### src/hw/rtl/tsd_pkg.sv
// tsd_pkg: shared constants, codes and types of the tans stream decoder
// used by every module and interface of the block, depends on nothing
`timescale 1ns / 1ps
package tsd_pkg;

  localparam int MAX_STATES = 4096;
  localparam int IDX_W      = 12;
  localparam int STATE_W    = 13;
  localparam int UNIT_BITS  = 32;
  localparam int SYM_W      = 8;
  localparam int MB_W       = 4;
  localparam int CMD_W      = 2;
  localparam int FBC_W      = 6;
  localparam int REG_W      = 2;
  localparam int LIMIT_W    = 32;
  localparam int RUN_W      = 6;   // index into the result buffer
  localparam int CNT_W      = 7;   // 0..RUN_CAP results
  localparam int STEP_W     = 9;   // 0..256 steps
  localparam int POS_W      = 6;   // bit position across two units
  localparam int NS_W       = 28;  // base shifted by up to 15 bits
  localparam int ENTRY_W    = STATE_W + MB_W + SYM_W;
  localparam int RES_W      = SYM_W + 1;

  localparam logic [CNT_W-1:0]  RUN_CAP    = 7'd64;
  localparam logic [POS_W-1:0]  UNIT_POS   = 6'd32;
  localparam logic [FBC_W-1:0]  FBC_FULL   = 6'd32;
  localparam logic [STATE_W-1:0] RESET_STATE = 13'd4096;

  // input commands
  localparam logic [CMD_W-1:0] CMD_LOAD     = 2'd0;
  localparam logic [CMD_W-1:0] CMD_UNIT     = 2'd1;
  localparam logic [CMD_W-1:0] CMD_FLUSH    = 2'd2;
  localparam logic [CMD_W-1:0] CMD_RESERVED = 2'd3;

  // configuration register indexes
  localparam logic [REG_W-1:0] REG_TABLE_SIZE  = 2'd0;
  localparam logic [REG_W-1:0] REG_INIT_STATE  = 2'd1;
  localparam logic [REG_W-1:0] REG_FIRST_BITS  = 2'd2;
  localparam logic [REG_W-1:0] REG_OUT_LIMIT   = 2'd3;

  typedef struct packed {
    logic [CMD_W-1:0]     kind;
    logic [IDX_W-1:0]     index;
    logic [STATE_W-1:0]   base;
    logic [MB_W-1:0]      min_bits;
    logic [SYM_W-1:0]     sym;
    logic [UNIT_BITS-1:0] unit;
  } item_t;

  typedef struct packed {
    logic             wr_en;
    logic [RUN_W-1:0] wr_addr;
    logic [SYM_W-1:0] wr_sym;
    logic             wr_done;
    logic             start;
    logic [CNT_W-1:0] count;
    logic             cut;
  } buf_ctl_t;

endpackage

### src/hw/rtl/tsd_if.sv


interface tsd_result_if;
  logic                      valid;
  logic                      ready;
  logic [tsd_pkg::SYM_W-1:0] symbol;
  logic                      last_in_run;
  logic                      run_cut;
  logic                      stream_done;
  modport source (output valid, symbol, last_in_run, run_cut, stream_done, input ready);
  modport sink (input valid, symbol, last_in_run, run_cut, stream_done, output ready);
endinterface


### src/hw/rtl/tsd_outbuf.sv
// tsd_outbuf: buffers the symbols of one decode run and drains them as results
// depends on tsd_pkg and tsd_result_if
`timescale 1ns / 1ps
module tsd_outbuf (
  input  logic              clk,
  input  logic              rst,
  input  tsd_pkg::buf_ctl_t ctl,
  output logic              busy,
  tsd_result_if.source      result
);

  localparam logic [1:0] D_IDLE = 2'd0;
  localparam logic [1:0] D_READ = 2'd1;
  localparam logic [1:0] D_LOAD = 2'd2;
  localparam logic [1:0] D_HOLD = 2'd3;

  logic [tsd_pkg::RES_W-1:0] mem [64];
  logic [tsd_pkg::RES_W-1:0] rdata;
  logic [1:0]                state;
  logic [tsd_pkg::CNT_W-1:0] total;
  logic [tsd_pkg::CNT_W-1:0] rd_idx;
  logic                      cut;
  logic                      out_valid;
  logic [tsd_pkg::SYM_W-1:0] out_sym;
  logic                      out_last;
  logic                      out_cut;
  logic                      out_done;

  assign busy = (state != D_IDLE);
  assign result.valid       = out_valid;
  assign result.symbol      = out_sym;
  assign result.last_in_run = out_last;
  assign result.run_cut     = out_cut;
  assign result.stream_done = out_done;

  always_ff @(posedge clk) begin
    if (ctl.wr_en) mem[ctl.wr_addr] <= {ctl.wr_sym, ctl.wr_done};
    if (state == D_READ) rdata <= mem[rd_idx[tsd_pkg::RUN_W-1:0]];
    if (state == D_LOAD) begin
      out_sym  <= rdata[tsd_pkg::RES_W-1:1];
      out_done <= rdata[0];
      out_last <= (rd_idx == total - 7'd1);
      out_cut  <= cut;
    end
    if (ctl.start) begin
      total <= ctl.count;
      cut   <= ctl.cut;
    end
  end

  always_ff @(posedge clk) begin
    if (rst) begin
      state     <= D_IDLE;
      out_valid <= 1'b0;
      rd_idx    <= '0;
    end else begin
      unique case (state)
        D_IDLE: begin
          if (ctl.start) begin
            rd_idx <= '0;
            state  <= D_READ;
          end
        end
        D_READ: state <= D_LOAD;
        D_LOAD: begin
          out_valid <= 1'b1;
          rd_idx    <= rd_idx + 7'd1;
          state     <= D_HOLD;
        end
        D_HOLD: begin
          if (result.ready) begin
            out_valid <= 1'b0;
            state     <= (rd_idx == total) ? D_IDLE : D_READ;
          end
        end
        default: state <= D_IDLE;
      endcase
    end
  end

endmodule

### src/flat_wrapper.sv
// flat-port wrapper written by rule: the top's interface ports become plain ports
module tsd_outbuf_flat 
  (clk, rst, ctl, busy, result_valid, result_symbol, result_last_in_run, result_run_cut, result_stream_done, result_ready);
  tsd_result_if result_i ();
  input  logic clk;
  input  logic rst;
  input  tsd_pkg::buf_ctl_t ctl;
  output logic busy;
  output wire logic [$bits(result_i.valid)-1:0] result_valid;
  output wire logic [$bits(result_i.symbol)-1:0] result_symbol;
  output wire logic [$bits(result_i.last_in_run)-1:0] result_last_in_run;
  output wire logic [$bits(result_i.run_cut)-1:0] result_run_cut;
  output wire logic [$bits(result_i.stream_done)-1:0] result_stream_done;
  input wire logic [$bits(result_i.ready)-1:0] result_ready;
  assign result_valid = result_i.valid;
  assign result_symbol = result_i.symbol;
  assign result_last_in_run = result_i.last_in_run;
  assign result_run_cut = result_i.run_cut;
  assign result_stream_done = result_i.stream_done;
  assign result_i.ready = result_ready;
  tsd_outbuf u_core (.clk(clk), .rst(rst), .ctl(ctl), .busy(busy), .result(result_i));
endmodule
### config.mk
export PLATFORM = sky130hd
export DESIGN_NAME = tsd_outbuf_flat
export DESIGN_NICKNAME = d
export VERILOG_FILES = /design/src/hw/rtl/tsd_pkg.sv /design/src/hw/rtl/tsd_if.sv /design/src/hw/rtl/tsd_outbuf.sv /design/src/flat_wrapper.sv
export SDC_FILE = /design/constraint.sdc
export NUM_CORES = 1
export LEC_CHECK = 0
export BUFFER_PORTS_ARGS = -buffer_cell sky130_fd_sc_hd__buf_4
export CORE_MARGIN = 2
export CORE_UTILIZATION = 58
export CTS_BUF_LIST = sky130_fd_sc_hd__clkbuf_4
export DETAILED_ROUTE_END_ITERATION = 8
export HOLD_SLACK_MARGIN = 0.02
export PLACE_DENSITY = 0.79
export SETUP_SLACK_MARGIN = 0.05
export SLEW_MARGIN = 5
export SYNTH_ARGS = -nofsm -noshare
export SYNTH_HDL_FRONTEND = slang
export SYNTH_SLANG_ARGS = --single-unit
export TNS_END_PERCENT = 50
### constraint.sdc
create_clock -name clk -period 2.92 [get_ports clk]
set_clock_uncertainty 0.2 [all_clocks]
set_input_delay 0.146 -clock clk [delete_from_list [all_inputs] [get_ports clk]]
set_output_delay 0.146 -clock clk [all_outputs]
set_load 0.01 [all_outputs]
==> flow_summary.yaml, run 1 <==
status:
  outcome: "finished, final reports clean"
floorplan:
  floorplan.core_area_sq_um: 40830
  initial_core_util: 0.5885
  chipWidth_um: 207.5
  pin_count: 41
  dieArea_sq_um: 43070
  die_height_um: 207.5
  rows: 74
synthesis:
  synth_edf_count: 604
  area_fraction_in_and_or_nand_and_nor_cells_after_synthesis: 0.03525
  synth.ff_latch_count: 614
  synth_ff_type: "sky130_fd_sc_hd__edfxtp_1"
  netlist-cell-type-count: 45
  synthDominantAreaCellType: "sky130_fd_sc_hd__edfxtp_1"
  synth-async-reset-ratio: 0
  synth-seq-area-share: 0.7631
  synth.top_cell.area_share: 0.7548
  total_nets_after_synthesis: 1217
  dominant_combinational_cell_family_by_area_after_synthesis: "multiplexers"
  synth_compound_area_frac: 0.03296
  yosys_warnings: 0
  synth-adder-area-share: 0.003124
  ys_top_cells_by_area: "sky130_fd_sc_hd__edfxtp_1, sky130_fd_sc_hd__mux4_2, sky130_fd_sc_hd__mux2i_1"
  synth.cells.most_frequent: "sky130_fd_sc_hd__edfxtp_1, sky130_fd_sc_hd__mux4_2, sky130_fd_sc_hd__nor2_1"
  netlist_area_sq_um: 24030
  syn-instance-count: 1183
  synth_mux_area_frac: 0.1425
  post_synth_xor_area_fraction: 0.005103
  synth.avg_cell_area_sq_um: 20.31
  yosys.cell_count.top_type: "sky130_fd_sc_hd__edfxtp_1"
worst_setup_path:
  largest_fanout_on_the_critical_path: 31
  timing_worst_setup_path_type: "register to register"
  crit_path_end_kind: "register"
  cp_data_arrival_time_ns: 3.33
  critPathRequiredTime_ns: 3.45
  worstSetupStartpointType: "register"
place:
  place.port_buffers: 40
  gp_routability_congestion: 0.9857
  dpl_cell_area_sq_um: 25490
  dp_hpwl_mm: 32.15
layout:
  layout-drive-gt1-share: 0.3368
  final_instance_area_sq_um: 27820
  synthToLayoutAreaGrowth_pct: 15.79
  num-nets-final: 1491
  num-fill-cells: 2470
global_route:
  grt_pass1_vias: 13166
  grt_start_max_net_pins: 65
  track_usage: 0.2538
  grt_antenna_before_repair: 1
  globalRouteOverflowTotal: 0
  grt_first_pass_wirelength_mm: 80.63
clocking:
  clockBufferDepth: 3
  htree_num_levels: 4
  number_of_buffers_created_by_cts: 151
  tritoncts: "yes"
  clockRootBuffer: "sky130_fd_sc_hd__clkbuf_4"
  clock_latency_ns: 0.86
  post_cts_buffers: 0
  cts.clk_slew.worst_paths_ns: 0.07
  clock-sinks: 614
pwr:
  vdd.ir_drop.worst_mv: 0.5114
  power.static_leakage_uw: 0.008917
  power.density_nw_per_um2: 652.6
drt:
  num_vias: 13166
  wl_per_cell_um: 25.76
  drt_wl_total_mm: 53.92
  average_vias_per_placed_instance: 6.290
  drt-pass1-iter-count: 8
  ant_nets: 0
  remaining_drc_errors: 0
  drt-initial-drc-count: 1569
timing:
  final_hold_viol_count: 0
  layout_min_cycle_time_ns: 2.805
  final.period_utilization: 0.9608
  setup_repair_after_global_routing_missed_its_margin: "false"
  worst_slew_margin_rel: 0.4484
  setup_violations: 0
  fmax_ghz: 0.3565
  setup-tns-final_ns: 0
  final_max_slew_viols: 0
  timing_worst_slew_pin_value_ns: 0.8199
job:
  drv.max_cap_violation_count: 0
min_path:
  hold_removal_path_class: "input pin to register"
through the flow:
step	hold slack, ns	util	total power [uW]	instances	setup WS [ns]
after floorplan	0.01814	-	10790	1183	0.5092
after global placement	0.1267	0.6243	11270	1793	0.2142
after detailed placement	0.1270	0.6243	11310	1793	0.1656
after CTS	0.06004	0.6812	18280	2091	0.1317
after global routing	0.1091	0.6814	18820	2092	0.08113
final	0.1262	0.6814	18160	2093	0.1146
report_power, final:
group	switching, uW	total [uW]	internal (uW)	leakage (uW)
clock network	3250	6970	3720	0.00113
registers	106	9970	9860	0.00553
logic	696	1210	519	0.00226
total	4060	18200	14100	0.00892
registers in the layout, summed over array words and instances, names as in the netlist:
register / flops
u_core.result.run_cut: 1
u_core.rdata: 9
u_core.result.stream_done: 1
u_core.state: 2
u_core.total: 7
u_core.rd_idx: 7
u_core.result.last_in_run: 1
u_core.result.valid: 1
u_core.mem: 576
u_core.result.symbol: 8
u_core.cut: 1
critical path, stage by stage, from the launching register on:
cell and delay, ns:
sky130_fd_sc_hd__dfxtp_2 0.70, sky130_fd_sc_hd__buf_12 0.27, sky130_fd_sc_hd__nand3_1 0.43, sky130_fd_sc_hd__o221ai_1 0.50, sky130_fd_sc_hd__a211oi_2 0.09, sky130_fd_sc_hd__a311oi_1 0.30, sky130_fd_sc_hd__or3_1 0.16
logic make-up after synthesis:
logic type               count (synthesis)
AO/OA/AOI/OAI                          106
adder cells (fa/ha/maj)                  6
AND/OR/NAND/NOR                        185
flip-flops                             614
buffers and inverters                   72
multiplexers                           186
XOR/XNOR                                14
layout by cell type, fill, tap and decap left out, types with 5 or more instances in the layout:
cell type and n:
sky130_fd_sc_hd__a22o_1 10, sky130_fd_sc_hd__nand2b_1 6, sky130_fd_sc_hd__dfxtp_1 6, sky130_fd_sc_hd__nand3b_1 5
sky130_fd_sc_hd__buf_12 10, sky130_fd_sc_hd__nand3_1 16, sky130_fd_sc_hd__o22ai_1 13, sky130_fd_sc_hd__nor2b_1 7
sky130_fd_sc_hd__nor2_1 90, sky130_fd_sc_hd__or3_1 9, sky130_fd_sc_hd__a221oi_1 7, sky130_fd_sc_hd__dlygate4sd3_1 43
sky130_fd_sc_hd__xnor2_1 10, sky130_fd_sc_hd__nor3_1 11, sky130_fd_sc_hd__mux2i_1 48, sky130_fd_sc_hd__inv_1 8
sky130_fd_sc_hd__a311oi_1 7, sky130_fd_sc_hd__mux4_2 122, sky130_fd_sc_hd__nand2_1 26, sky130_fd_sc_hd__edfxtp_1 604
sky130_fd_sc_hd__a21oi_1 11, sky130_fd_sc_hd__a22oi_1 14, sky130_fd_sc_hd__clkbuf_4 221, sky130_fd_sc_hd__mux2_2 15
sky130_fd_sc_hd__nor4_1 6, sky130_fd_sc_hd__a211oi_1 8, sky130_fd_sc_hd__o221ai_1 12, sky130_fd_sc_hd__clkinv_1 19
sky130_fd_sc_hd__buf_4 131, sky130_fd_sc_hd__ha_1 6, sky130_fd_sc_hd__o21ai_0 10, sky130_fd_sc_hd__inv_2 5
metal layers:
layer / up-vias / share of wire / GRT usage
li1: 5518 / - / -
met1: 6668 / 0.39 / 0.3558
met2: 861 / 0.48 / 0.3916
met3: 119 / 0.10 / 0.07216
met4: 0 / 0.029 / 0.08350
met5: - / 0 / 0
timing repair:
action,in CTS,in global routing
hold buffers,43,0
hold endpoints to repair,1156,0
endpoints found under the setup margin,0,1
gates resized for setup,0,1
path summary, 6_finish.rpt:
path / start / endpoint / slack, ns / cells after the start
worst min register to register: u_core.rdata[0] / u_core.result.stream_done / 0.24 / 0
worst min-delay path: result_ready / u_core.state[0] / 0.13 / 5
worst max register to register: u_core.rd_idx[3] / u_core.rdata[2] / 0.11 / 6
worst max-delay path: u_core.rd_idx[3] / u_core.rdata[2] / 0.11 / 6
cell type report:
type                    count  area (sq um)  share of cell area
well taps                 532         665.6             0.02392
multi-input cells         497          5266              0.1893
clock buffers             221          1659             0.05963
inverters                   9         33.78            0.001214
clock inverters            34         230.2            0.008274
diodes                      2         5.005           0.0001799
repair buffers            184          1614             0.05801
flip-flops and latches    614         18350              0.6595
No activity file was read; power rests on OpenSTA's default activity.
==> inputs of run 2 (changes only) <==
- CORE_UTILIZATION: 58 -> 50
- PLACE_DENSITY: 0.79 -> 0.71
==> flow_summary.yaml, run 2 (synthesis gave the netlist of run 1 again) <==
clocking:
  tritoncts: "yes"
  clock-sinks: 614
  clockBufferDepth: 3
  clock_latency_ns: 0.99
  clockRootBuffer: "sky130_fd_sc_hd__clkbuf_4"
  cts.clk_slew.worst_paths_ns: 0.07
  htree_num_levels: 4
  number_of_buffers_created_by_cts: 153
  post_cts_buffers: 0
layout:
  top_register: "u_core.mem"
  num-fill-cells: 3456
  synthToLayoutAreaGrowth_pct: 16.39
  final_cells: 2178
  largest_register_ff_count: 576
  finalCoreUtilization: 0.5882
  multi_input_combinational_cell_area_sq_um: 5265
  ff_latch_area_sq_um: 18350
  num-nets-final: 1503
  final_instance_area_sq_um: 27970
  commonest_cells_after_routing_fill_and_taps_aside: "sky130_fd_sc_hd__edfxtp_1, sky130_fd_sc_hd__clkbuf_4, sky130_fd_sc_hd__buf_4, sky130_fd_sc_hd__mux4_2, sky130_fd_sc_hd__nor2_1"
  final_common_cell: "sky130_fd_sc_hd__edfxtp_1"
  layout-drive-gt1-share: 0.3331
floorplan:
  die_height_um: 223.2
  rows: 80
  dieArea_sq_um: 49830
  floorplan.core_area_sq_um: 47550
  pin_count: 41
  initial_core_util: 0.5054
  chipWidth_um: 223.2
timing:
  final_max_slew_viols: 0
  setup_repair_after_global_routing_missed_its_margin: "false"
  setup_violations: 0
  final_hold_viol_count: 0
  setup-tns-final_ns: 0
  worst_slew_margin_rel: 0.4088
  timing_worst_slew_pin_value_ns: 0.8776
  fmax_ghz: 0.3714
  layout_min_cycle_time_ns: 2.693
  final.period_utilization: 0.9222
global_route:
  grt_antenna_before_repair: 3
  globalRouteOverflowTotal: 0
  grt.busiest_layer: "met2"
  use_met3: 0.05571
  met1_resource_use_gr: 0.3139
  track_usage: 0.2226
  grt_first_pass_wirelength_mm: 80.32
  use_met2: 0.3385
  grt_start_max_net_pins: 65
  grt_pass1_vias: 13105
worst_setup_path:
  path_buf_inv: 0
  path_cells: "nand3_1 > o221ai_1 > a211oi_2 > a311oi_1 > or3_1"
  crit_path_end_kind: "register"
  slowest_delay_ns: 0.65
  cp_data_arrival_time_ns: 3.36
  critPathRequiredTime_ns: 3.58
  timing_worst_setup_path_type: "register to register"
  crit_path_max_delay_family: "compound AO/OA/AOI/OAI gates"
  slowest_stage: "sky130_fd_sc_hd__dfxtp_2"
  worstSetupStartpointType: "register"
  largest_fanout_on_the_critical_path: 19
place:
  dpl_cell_area_sq_um: 25620
  gp_routability_congestion: 0.8665
  dp_hpwl_mm: 32.17
  placed_cells_incl_taps: 1883
  place.port_buffers: 40
pwr:
  clkPwrFrac: 0.385
  net-switching-power_uw: 4054
  combinationalPowerShare: 0.067
  power.internal_uw: 14150
  vdd.ir_drop.worst_mv: 0.4299
  power.density_nw_per_um2: 651.0
  power.static_leakage_uw: 0.008946
  power.share.switching: 0.2227
  portion_of_total_power_attributed_to_sequential_cells: 0.547
drt:
  wl_per_cell_um: 24.75
  drt_wl_total_mm: 53.91
  ant_nets: 0
  drt-pass1-iter-count: 6
  average_vias_per_placed_instance: 5.925
  num_vias: 12904
  drt-initial-drc-count: 1270
  remaining_drc_errors: 0
status:
  outcome: "finished, final reports clean"
min_path:
  hold_removal_path_class: "input pin to register"
job:
  drv.max_cap_violation_count: 0
==> run 2: cell types whose count changed in the layout (fill, tap and decap cells not counted), moves of 3 or more <==
cell,before,now
sky130_fd_sc_hd__clkbuf_4,221,213
sky130_fd_sc_hd__dlygate4sd3_1,43,46
sky130_fd_sc_hd__buf_4,131,140
sky130_fd_sc_hd__inv_2,5,1
sky130_fd_sc_hd__diode_2,2,5
==> run 2: power groups by stage <==
stage / clock network [uW] / registers, uW / logic (uW)
global route: 7610 / 9970 / 1320
global placement: 0 / 10100 / 1140
detailed placement: 0 / 10100 / 1170
floorplan: 0 / 10100 / 680
finish: 7020 / 9960 / 1230
CTS: 7160 / 9960 / 1230
==> run 2: layout make-up <==
cell class                      instances  share of cell area
Antenna cell                            5           0.0004474
Clock buffer                          213             0.05717
Clock inverter                         31            0.009529
Inverter                                9            0.001208
Multi-Input combinational cell        497              0.1883
Sequential cell                       614              0.6561
Tap cell                              615             0.02751
Timing Repair Buffer                  194             0.05977
==> run 2: worst paths after layout <==
| kind | start | to | slack (ns) | depth (start not counted) |
|---|---|---|---|---|
| min | ctl[19] | u_core.mem[52][0] | 0.08 | 4 |
| min reg2reg | u_core.cut | u_core.result.run_cut | 0.23 | 0 |
| max | u_core.rd_idx[3] | u_core.rdata[2] | 0.23 | 5 |
| max reg2reg | u_core.rd_idx[3] | u_core.rdata[2] | 0.23 | 5 |
==> run 2: worst min-delay path, stage by stage <==
cell and delay [ns]:
sky130_fd_sc_hd__dlygate4sd3_1 0.52, sky130_fd_sc_hd__buf_4 0.16, sky130_fd_sc_hd__nand2b_1 0.13, sky130_fd_sc_hd__nor2_1 0.12
==> run 2: metrics by stage <==
step	worst slack, ns	hold WS, ns	total power [uW]
final	0.2272	0.08248	18210
after global routing	0.09718	0.06427	18900
after CTS	0.2461	0.02132	18350
after detailed placement	0.2299	0.1255	11320
after global placement	0.2300	0.1262	11280
after floorplan	0.5092	0.01814	10790
==> run 2: layer usage <==
layer | vias up | wire length, um
met4 | 2 | 1350
met1 | 6607 | 22510
met5 | - | 13
li1 | 5556 | -
met2 | 625 | 25620
met3 | 114 | 4420
==> run 2: repair_timing <==
action                     in CTS  in global routing
hold buffers                   46                  0
hold endpoints to repair     1178                  0
setup endpoints to repair       0                  1
gates resized for setup         0                  1
