$ cat src/hw/rtl/tsd_pkg.sv
// tsd_pkg: shared constants, codes and types of the tans stream decoder
// used by every module and interface of the block, depends on nothing
`timescale 1ns / 1ps
package tsd_pkg;

  localparam int MAX_STATES = 4096;
  localparam int IDX_W      = 12;
  localparam int STATE_W    = 13;
  localparam int UNIT_BITS  = 32;
  localparam int SYM_W      = 8;
  localparam int MB_W       = 4;
  localparam int CMD_W      = 2;
  localparam int FBC_W      = 6;
  localparam int REG_W      = 2;
  localparam int LIMIT_W    = 32;
  localparam int RUN_W      = 6;   // index into the result buffer
  localparam int CNT_W      = 7;   // 0..RUN_CAP results
  localparam int STEP_W     = 9;   // 0..256 steps
  localparam int POS_W      = 6;   // bit position across two units
  localparam int NS_W       = 28;  // base shifted by up to 15 bits
  localparam int ENTRY_W    = STATE_W + MB_W + SYM_W;
  localparam int RES_W      = SYM_W + 1;

  localparam logic [CNT_W-1:0]  RUN_CAP    = 7'd64;
  localparam logic [POS_W-1:0]  UNIT_POS   = 6'd32;
  localparam logic [FBC_W-1:0]  FBC_FULL   = 6'd32;
  localparam logic [STATE_W-1:0] RESET_STATE = 13'd4096;

  // input commands
  localparam logic [CMD_W-1:0] CMD_LOAD     = 2'd0;
  localparam logic [CMD_W-1:0] CMD_UNIT     = 2'd1;
  localparam logic [CMD_W-1:0] CMD_FLUSH    = 2'd2;
  localparam logic [CMD_W-1:0] CMD_RESERVED = 2'd3;

  // configuration register indexes
  localparam logic [REG_W-1:0] REG_TABLE_SIZE  = 2'd0;
  localparam logic [REG_W-1:0] REG_INIT_STATE  = 2'd1;
  localparam logic [REG_W-1:0] REG_FIRST_BITS  = 2'd2;
  localparam logic [REG_W-1:0] REG_OUT_LIMIT   = 2'd3;

  typedef struct packed {
    logic [CMD_W-1:0]     kind;
    logic [IDX_W-1:0]     index;
    logic [STATE_W-1:0]   base;
    logic [MB_W-1:0]      min_bits;
    logic [SYM_W-1:0]     sym;
    logic [UNIT_BITS-1:0] unit;
  } item_t;

  typedef struct packed {
    logic             wr_en;
    logic [RUN_W-1:0] wr_addr;
    logic [SYM_W-1:0] wr_sym;
    logic             wr_done;
    logic             start;
    logic [CNT_W-1:0] count;
    logic             cut;
  } buf_ctl_t;

endpackage

$ cat src/hw/rtl/tsd_if.sv
// tsd_if: channel interfaces of the tans stream decoder (items, results, config)
// depends on tsd_pkg for field widths
`timescale 1ns / 1ps
interface tsd_item_if;
  logic                               valid;
  logic                               ready;
  logic [tsd_pkg::CMD_W-1:0]          command;
  logic [tsd_pkg::IDX_W-1:0]          entry_index;
  logic [tsd_pkg::STATE_W-1:0]        entry_base_state;
  logic [tsd_pkg::MB_W-1:0]           entry_min_bits;
  logic [tsd_pkg::SYM_W-1:0]          entry_symbol;
  logic [tsd_pkg::UNIT_BITS-1:0]      unit_data;
  modport source (output valid, command, entry_index, entry_base_state, entry_min_bits,
                  entry_symbol, unit_data, input ready);
  modport sink (input valid, command, entry_index, entry_base_state, entry_min_bits,
                entry_symbol, unit_data, output ready);
endinterface


$ cat src/hw/rtl/tsd_front.sv
// tsd_front: accepts input items, drops reserved commands, queues the rest
// depends on tsd_pkg and tsd_item_if
`timescale 1ns / 1ps
module tsd_front (
  input  logic            clk,
  input  logic            rst,
  tsd_item_if.sink        item,
  output logic            q_valid,
  input  logic            q_ready,
  output tsd_pkg::item_t  q_item
);

  tsd_pkg::item_t slots [2];
  logic       wp;
  logic       rp;
  logic [1:0] fill;
  logic       push;
  logic       pop;

  assign item.ready = (fill != 2'd2);
  assign push = item.valid && item.ready && (item.command != tsd_pkg::CMD_RESERVED);
  assign pop  = q_valid && q_ready;
  assign q_valid = (fill != 2'd0);
  assign q_item  = slots[rp];

  always_ff @(posedge clk) begin
    if (push) begin
      slots[wp] <= '{kind: item.command, index: item.entry_index,
                     base: item.entry_base_state, min_bits: item.entry_min_bits,
                     sym: item.entry_symbol, unit: item.unit_data};
    end
  end

  always_ff @(posedge clk) begin
    if (rst) begin
      wp   <= 1'b0;
      rp   <= 1'b0;
      fill <= 2'd0;
    end else begin
      if (push) wp <= ~wp;
      if (pop) rp <= ~rp;
      if (push && !pop) fill <= fill + 2'd1;
      else if (pop && !push) fill <= fill - 2'd1;
    end
  end

endmodule

$ cat src/flat_wrapper.sv
// flat-port wrapper written by rule: the top's interface ports become plain ports
module tsd_front_flat 
  (clk, rst, q_valid, q_ready, q_item, item_valid, item_command, item_entry_index, item_entry_base_state, item_entry_min_bits, item_entry_symbol, item_unit_data, item_ready);
  tsd_item_if item_i ();
  input  logic clk;
  input  logic rst;
  output logic q_valid;
  input  logic q_ready;
  output tsd_pkg::item_t q_item;
  input wire logic [$bits(item_i.valid)-1:0] item_valid;
  input wire logic [$bits(item_i.command)-1:0] item_command;
  input wire logic [$bits(item_i.entry_index)-1:0] item_entry_index;
  input wire logic [$bits(item_i.entry_base_state)-1:0] item_entry_base_state;
  input wire logic [$bits(item_i.entry_min_bits)-1:0] item_entry_min_bits;
  input wire logic [$bits(item_i.entry_symbol)-1:0] item_entry_symbol;
  input wire logic [$bits(item_i.unit_data)-1:0] item_unit_data;
  output wire logic [$bits(item_i.ready)-1:0] item_ready;
  assign item_i.valid = item_valid;
  assign item_i.command = item_command;
  assign item_i.entry_index = item_entry_index;
  assign item_i.entry_base_state = item_entry_base_state;
  assign item_i.entry_min_bits = item_entry_min_bits;
  assign item_i.entry_symbol = item_entry_symbol;
  assign item_i.unit_data = item_unit_data;
  assign item_ready = item_i.ready;
  tsd_front u_core (.clk(clk), .rst(rst), .item(item_i), .q_valid(q_valid), .q_ready(q_ready), .q_item(q_item));
endmodule
$ cat config.mk
export PLATFORM = sky130hd
export DESIGN_NAME = tsd_front_flat
export DESIGN_NICKNAME = d
export VERILOG_FILES = /design/src/hw/rtl/tsd_pkg.sv /design/src/hw/rtl/tsd_if.sv /design/src/hw/rtl/tsd_front.sv /design/src/flat_wrapper.sv
export SDC_FILE = /design/constraint.sdc
export NUM_CORES = 1
export LEC_CHECK = 0
export BUFFER_PORTS_ARGS = -buffer_cell sky130_fd_sc_hd__buf_2
export CAP_MARGIN = 25
export CORE_MARGIN = 4
export CORE_UTILIZATION = 45
export CTS_CLUSTER_DIAMETER = 30
export DETAILED_ROUTE_END_ITERATION = 8
export PLACE_DENSITY = 0.7
export SYNTH_ARGS = -nofsm -noshare
export SYNTH_HDL_FRONTEND = slang
export SYNTH_SLANG_ARGS = --single-unit
$ cat constraint.sdc
create_clock -name clk -period 10 [get_ports clk]
set_input_delay 0.5 -clock clk [delete_from_list [all_inputs] [get_ports clk]]
set_output_delay 0.5 -clock clk [all_outputs]
set_load 0.05 [all_outputs]
==> impl_metrics.ini, run 1 <==
[placement]
dp_cells = 529
gp_congestion = 0.718
post_dp_cell_area_um2 = 6240
port_buffers = 147
dp_hpwl_um = 5880

[drt]
wl_per_cell_um = 16.7
vias = 2729
drtPass1Iterations = 4
ant_nets = 0
drc = 0
first_iter_violations = 118
viasPerCell = 4.86
wirelength_um = 9390

[worst_setup_path]
cp.arrival_ps = 2100
startpoint_type = register
cp.required_ps = 9500
cp_max_fo = 71
worst_setup_path_end_kind = output port
criticalPathCategory = reg2out

[clocking]
clock-root-buffer = clkbuf_16
cts_sinks = 147
clk-insertion-delay-late_ps = 410
cts.path.max_buffers = 2
cts_setup_buffers = 0
htreeDepth = 4
cts_tree = yes
hold_buffers = 0
numCtsBuffers = 17
clk_pin_slew_worst_paths_ps = 60
cts_resized = 0

[timing]
worst_pin_slew_ps = 988
period_needed_ps = 2600
finClkSkew_ps = 3.79
hold_violations = 0
finalMaxSlewViolations = 0
fmax_mhz = 385
rsz0062_at_grt = no
slew-limit-headroom = 0.341
tns_ps = 0
period_share = 0.260
setup_viol = 0

[global_routing]
grt_usage = 0.141
grt_pass1_vias = 2879
antenna_found_initial = 0
overflow = 0
grt_max_degree = 72
grt_pass1_wl_um = 14000

[final_layout]
antennaDiodeCount = 0
drive_gt1_frac = 0.609
final_nets = 482
final_cells = 562
utilization = 0.591
fin_area_um2 = 6810
area_growth_pct = 27.3

[yosys]
synth_area_leaders = edfxtp_1 80%, mux2_2 15%, dfxtp_1 1.9%
netlist_area_um2 = 5350
synth_cells = 246
synth-async-reset-ratio = 0
synth_edf_count = 142
yosys_most_used_dff = edfxtp_1
synthMostInstantiatedCell = edfxtp_1
yosysSeqAreaShare = 0.815
synthesis.nets = 322
netlist.area_leader.share = 0.797
synth-seq-cells = 147
yosys_warnings = 0
synth_cell_types = 18
syn_avg_cell_area_um2 = 21.8
synth.top_cells.by_count = 142 x edfxtp_1, 71 x mux2_2, 6 x buf_2
synth.largest_area_cell = edfxtp_1

[die]
initial_core_util = 0.465
core_area_um2 = 11500
io_pins = 148
num_rows = 39
dieArea_um2 = 13700
die_y_um = 117
chipWidth_um = 117

[pwr]
cellPowerDensity_nw_per_um2 = 301
power.leakage_uw = 0.00255
ir_drop_v = 0.000187

[status]
status = finished clean

[run]
cap_violations = 0

[hold_path]
hp-class = in2reg
-- kinds of logic (layout without fill, tap and decap cells) --
logic type | count (synthesis) | count (layout) | synth area share
mux | 72 | 72 | 0.152
flops | 147 | 147 | 0.815
simple gates | 12 | 12 | 0.0140
xor+xnor | 3 | 3 | 0.00491
fa+ha+maj | 1 | 1 | 0.00234
buf+inv | 8 | 181 | 0.00841
compound gates | 3 | 3 | 0.00280
-- layout make-up --
cell class	count	area, um^2
Timing Repair Buffer	149	763
Clock inverter	15	123
Sequential cell	147	4370
Multi-Input combinational cell	91	953
Clock buffer	17	425
Tap cell	143	179
Fill cell	858	4700
-- power breakdown --
part           switching, uW  leakage, uW  internal [uW]
clock                    222     0.000275            359
sequential              60.9      0.00136            763
combinational            456     0.000920            189
total                    739      0.00255           1310
-- registers in the layout (all words and copies together) (netlist names), named ones only --
signal        count
u_core.rp         1
u_core.fill       2
u_core.slots    142
u_core.wp         1
-- metrics by stage --
step / setup WS [ps] / hold slack (ps) / total power, uW
after floorplan: 5470 / 472 / 1350
after CTS: 7370 / 250 / 2080
after detailed placement: 7450 / 495 / 1490
after global routing: 7320 / 252 / 2140
final: 7400 / 276 / 2050
after global placement: 7490 / 485 / 1480
-- routing by layer --
| layer | global-route usage | up-vias | wire length [um] |
|---|---|---|---|
| li1 | - | 1292 | - |
| met1 | 0.161 | 1323 | 3890 |
| met2 | 0.232 | 101 | 4590 |
| met3 | 0.0602 | 13 | 735 |
| met4 | 0.0650 | 0 | 164 |
| met5 | 0 | - | 0 |
-- cells in the final DEF (no fill, tap or decap), drive strengths merged --
cell type	n
buf	149
edfxtp	142
mux2	72
clkbuf	17
clkinv	12
dfxtp	5
nor2	4
xor2	3
o21ai	2
bufinv	2
nor2b	2
nand2b	1
nand2	1
and3	1
and2	1
or2	1
or3	1
a21oi	1
ha	1
clkinvlp	1
-- worst max-delay path, stage by stage, from the launching register on --
cell and delay, ps:
dfxtp_4 970, mux2_2 430, buf_2 220
-- worst paths after layout --
| check | endpoint | startpoint | cells after the start | slack, ps |
|---|---|---|---|---|
| worst max-delay path | q_item[17] | register | 2 | 7400 |
| worst min-delay path | u_core.slots[0][46] | item_entry_base_state[2] | 1 | 280 |
| worst max register to register | u_core.slots[0][65] | u_core.fill[0] | 4 | 7600 |
| worst min register to register | register | u_core.rp | 2 | 510 |
(Power assumes the default switching activity.)
==> run 2, diff against run 1 <==
--- a/config.mk
+++ b/config.mk
@@ -5,13 +5,14 @@
 export SDC_FILE = /design/constraint.sdc
 export NUM_CORES = 1
 export LEC_CHECK = 0
+export ABC_AREA = 1
 export BUFFER_PORTS_ARGS = -buffer_cell sky130_fd_sc_hd__buf_2
 export CAP_MARGIN = 25
 export CORE_MARGIN = 4
 export CORE_UTILIZATION = 45
 export CTS_CLUSTER_DIAMETER = 30
 export DETAILED_ROUTE_END_ITERATION = 8
-export PLACE_DENSITY = 0.7
+export PLACE_DENSITY = 0.72
 export SYNTH_ARGS = -nofsm -noshare
 export SYNTH_HDL_FRONTEND = slang
 export SYNTH_SLANG_ARGS = --single-unit
==> constraint.sdc (replaced) <==
create_clock -name clk -period 2.2 [get_ports clk]
set_input_delay 0.11 -clock clk [delete_from_list [all_inputs] [get_ports clk]]
set_output_delay 0.11 -clock clk [all_outputs]
set_load 0.05 [all_outputs]
==> run 2 against run 1 <==
  * Final cell count increased by 21%
  * Total power increased to 4.5 times the previous value
  * Highest routed layer unchanged
  * Sequential power increased to 4.3 times the previous value
  * Sequential share of layout area decreased by 9.2 points
==> impl_metrics.ini, run 2 <==
[drt]
vias = 3120
viasPerCell = 4.59
wirelength_um = 11000
first_iter_violations = 172
wl_per_cell_um = 16.1
drc = 0
drtPass1Iterations = 6
ant_nets = 0

[worst_setup_path]
worst_setup_path_end_kind = output port
cp.required_ps = 2090
path_buf_inv = 2
cp_slowest_cell = dfxtp_4
startpoint_type = register
cp.arrival_ps = 1890
slowest_delay_ps = 620
critical-path-top-delay-family = flip-flops
path_cells = buf_4 > mux2_4 > buf_2
criticalPathCategory = reg2out
cp_max_fo = 21

[yosys]
netlist.area_leader.share = 0.745
synthesis.nets = 336
synth_edf_count = 142
yosys_most_used_dff = edfxtp_1
synth_cells = 260
syn_avg_cell_area_um2 = 22.0
yosysSeqAreaShare = 0.762
synth.largest_area_cell = edfxtp_1
netlist_area_um2 = 5720
synth-async-reset-ratio = 0
synth_area_leaders = edfxtp_1 74%, mux2_4 18%, buf_12 2.4%
synth_cell_types = 15
synth.top_cells.by_count = 142 x edfxtp_1, 70 x mux2_4, 11 x nand2_1
yosys_warnings = 0
synth-seq-cells = 147
synthMostInstantiatedCell = edfxtp_1

[status]
status = finished clean

[placement]
gp_congestion = 0.676
detailedPlace.worstSlack_ps = 615
port_buffers = 147
dp_hpwl_um = 6430

[timing]
finalMaxSlewViolations = 0
hold_violations = 0
slew-limit-headroom = 0.719
period_needed_ps = 2000
rsz0062_at_grt = no
period_share = 0.908
finClkSkew_ps = 5.47
tns_ps = 0
worst_slack_ps = 201
holdWs_ps = 236
setup_viol = 0
worst_pin_slew_ps = 421
fmax_mhz = 500

[die]
io_pins = 148
chipWidth_um = 121
die_y_um = 121
core_area_um2 = 12200
initial_core_util = 0.469
num_rows = 40
dieArea_um2 = 14600

[global_routing]
grt_usage = 0.158
grt_pass1_vias = 3483
grt_max_degree = 72
antenna_found_initial = 1
grt_pass1_wl_um = 17300
overflow = 0

[clocking]
cts_sinks = 147
htreeDepth = 4
clk-insertion-delay-late_ps = 410
clock-root-buffer = clkbuf_16
cts.path.max_buffers = 2
cts_tree = yes
clk_pin_slew_worst_paths_ps = 60
cts_resized = 0
numCtsBuffers = 17

[pwr]
ir_drop_v = 0.000837
power.leakage_uw = 0.00316
cellPowerDensity_nw_per_um2 = 1170

[hold_path]
hp-class = in2reg

[final_layout]
area_growth_pct = 38.9
regArea_um2 = 4370
layout_commonest_cell = buf_2
drive_gt1_frac = 0.497
largest_reg_flops = 142
top_regs = u_core.slots: 142 flops, u_core.fill: 2 flops
final_nets = 574
regMostFlops = u_core.slots
layout_common_cells = 147 x buf_2, 142 x edfxtp_1, 74 x dlygate4sd3_1
fillers = 861
multi_input_area_um2 = 1190

[run]
cap_violations = 0
-- run 2: cells by family after synthesis --
family | after synthesis | share of synthesized area
AOI/OAI and AO/OA | 3 | 0.00262
adders and majority gates | 1 | 0.00219
buffers and inverters | 16 | 0.0317
DFF | 147 | 0.762
muxes | 71 | 0.186
and+or+nand+nor | 22 | 0.0155
-- run 2: routing by layer --
| metal | wire [um] | global-route usage | up-vias |
|---|---|---|---|
| met5 | 0 | 0 | - |
| met4 | 201 | 0.0722 | 0 |
| met3 | 715 | 0.0538 | 12 |
| met2 | 5650 | 0.277 | 112 |
| met1 | 4380 | 0.173 | 1510 |
| li1 | - | - | 1486 |
-- run 2: through the flow --
stage / std cells / util / area (um^2) / power (uW)
final: 680 / 0.651 / 7950 / 9300
after global routing: 680 / 0.651 / 7950 / 9680
after CTS: 679 / 0.651 / 7950 / 9390
after detailed placement: 573 / 0.543 / 6640 / 6490
after global placement: 573 / 0.543 / 6640 / 6440
after floorplan: 260 / - / 5740 / 6050
-- run 2: timing repair --
item,4_1_cts,5_1_grt
endpoints found under the hold margin,146,0
hold buffers,74,0
buffers inserted,0,0
-- run 2: final cells by class --
class | count | share of cell area
inverters | 8 | 0.00425
repair buffers | 227 | 0.198
flip-flops and latches | 147 | 0.549
well taps | 168 | 0.0264
clock buffers | 19 | 0.0544
multi-input cells | 97 | 0.150
clock inverters | 13 | 0.0178
diodes | 1 | 0.000315
-- run 2: final timing paths --
check	endpoint	start	cells after the start	slack (ps)
worst min register to register	u_core.rp	u_core.rp	2	490
worst max register to register	u_core.slots[1][34]	u_core.fill[1]	6	620
worst min-delay path	u_core.wp	item_valid	5	240
worst max-delay path	q_item[40]	register	3	200
-- run 2: where the power goes --
group | switching [uW] | internal [uW]
sequential | 144 | 3430
clock | 1020 | 1760
combinational | 1930 | 1020
-- run 2: tightest hold or removal path, cell delays in order --
cell and delay, ps:
buf_2 100, nand2_1 150, nor2_1 90, nor2_1 90
nor2_1 50
==> run 3, diff against run 2 <==
--- a/config.mk
+++ b/config.mk
@@ -6,7 +6,7 @@
 export NUM_CORES = 1
 export LEC_CHECK = 0
 export ABC_AREA = 1
-export BUFFER_PORTS_ARGS = -buffer_cell sky130_fd_sc_hd__buf_2
+export BUFFER_PORTS_ARGS = -buffer_cell sky130_fd_sc_hd__buf_4
 export CAP_MARGIN = 25
 export CORE_MARGIN = 4
 export CORE_UTILIZATION = 45
==> run 3 against run 2 <==
  * Via count shrank 1.1%
  * Largest power group unchanged
  * Routed wire length grew 0.94%
  * Critical path depth is the same
  * Total power grew 7.0%
  * Clock skew shrank 1.7 ps
  * Fmax grew 0.83%
  * Critical endpoint is now q_item[41]
  * Largest cell class unchanged
  * Final cell count shrank 0.15%
==> impl_metrics.ini, run 3 (synthesis gave the netlist of run 2 again) <==
[timing]
worst_pin_slew_ps = 504
rsz0062_at_grt = no
hold_violations = 0
fmax_mhz = 505
worst_slack_ps = 218
period_share = 0.901
slew-limit-headroom = 0.664
finalMaxSlewViolations = 0
finClkSkew_ps = 3.74
period_needed_ps = 1980
setup_viol = 0

[hold_path]
hp-class = in2reg

[worst_setup_path]
rrSetupSlack_ps = 640
startpoint_type = register
worst_setup_path_end_kind = output port
cp_max_fo = 21
path_cells = buf_4 > mux2_4 > buf_4
worst_path_most_repeated_cell = buf_4
cp.arrival_ps = 1870
cp_slowest_cell = dfxtp_4
cp.required_ps = 2090
criticalPathCategory = reg2out
slowest_delay_ps = 610
critical-path-top-delay-family = flip-flops
path_buf_inv = 2

[clocking]
clk_pin_slew_worst_paths_ps = 60
cts_sinks = 147
clock-root-buffer = clkbuf_16
cts_setup_buffers = 0
numCtsBuffers = 17
clk-insertion-delay-late_ps = 410
cts_tree = yes
htreeDepth = 4
cts.path.max_buffers = 2

[final_layout]
top_regs = u_core.slots: 142 flops, u_core.fill: 2 flops
layout_common_cells = 151 x buf_4, 142 x edfxtp_1, 73 x dlygate4sd3_1
layout_commonest_cell = buf_4
regMostFlops = u_core.slots
drive_gt1_frac = 0.509
largest_reg_flops = 142
area_growth_pct = 46.6
utilization = 0.687
antennaDiodeCount = 0
final_nets = 574

[global_routing]
antenna_found_initial = 0
met3_usage = 0.0547
use_met2 = 0.254
grt_usage = 0.154
overflow = 0
grt_use_met1 = 0.185
grt_pass1_wl_um = 16900
grt_max_degree = 47
busiest_layer = met2
grt_pass1_vias = 3348

[drt]
drc = 0
wirelength_um = 11100
vias = 3085
drtPass1Iterations = 4
ant_nets = 0
first_iter_violations = 184
viasPerCell = 4.54
wl_per_cell_um = 16.3

[die]
dieArea_um2 = 14600
num_rows = 40
core_area_um2 = 12200
initial_core_util = 0.469
die_y_um = 121
chipWidth_um = 121
io_pins = 148

[run]
cap_violations = 0

[pwr]
cellPowerDensity_nw_per_um2 = 1190
ir_drop_v = 0.000707
power.leakage_uw = 0.00332

[placement]
gp_congestion = 0.669
detailedPlace.worstSlack_ps = 633
dp_hpwl_um = 6980
port_buffers = 147

[status]
status = finished clean
==> run 3: path summary, 6_finish.rpt <==
path,startpoint,to,cells past startpoint
min reg2reg,u_core.rp,u_core.rp,2
max reg2reg,u_core.fill[0],u_core.slots[1][45],5
min,item_valid,u_core.wp,5
max,register,q_item[41],3
==> run 3: cell type report <==
class	instances	area (um^2)
tap	168	210
clock inverter	14	235
multi-input combinational	97	1190
clock buffer	18	429
sequential	147	4370
inverter	8	33.8
timing repair buffer	227	1920
fill	807	3820
==> run 3: routing by layer <==
layer / vias to the layer above / routed length, um
li1: 1484 / -
met1: 1487 / 4660
met2: 104 / 5610
met3: 10 / 662
met4: 0 / 126
met5: - / 0
==> run 3: stage by stage <==
step | cells | TNS, ps | hold slack (ps) | power, uW | instance area (um^2)
2_1_floorplan | 260 | -22950 | 209 | 6050 | 5740
3_3_place_gp | 574 | 0 | 295 | 6700 | 7000
3_5_place_dp | 574 | 0 | 298 | 6750 | 7000
4_1_cts | 679 | 0 | 200 | 10100 | 8390
5_1_grt | 679 | 0 | 237 | 10300 | 8390
6_report | 679 | 0 | 224 | 9950 | 8390
==> run 3: repair_timing <==
item                                   4_1_cts  5_1_grt
hold buffers                                73        0
endpoints found under the hold margin      147        0
gates resized for setup                      0        0
setup endpoints to repair                    0        0
==> run 3: worst reg2reg max path: cells and delay by family, from the launching register on <==
kind	cells	cell delay [ps]
buf+inv	2	440
flops	1	370
simple gates	3	400
==> run 3: power by group <==
part           internal [uW]  switching [uW]  total, uW
logic                   1250            1950       3190
clock network           2120            1060       3180
registers               3430             145       3580
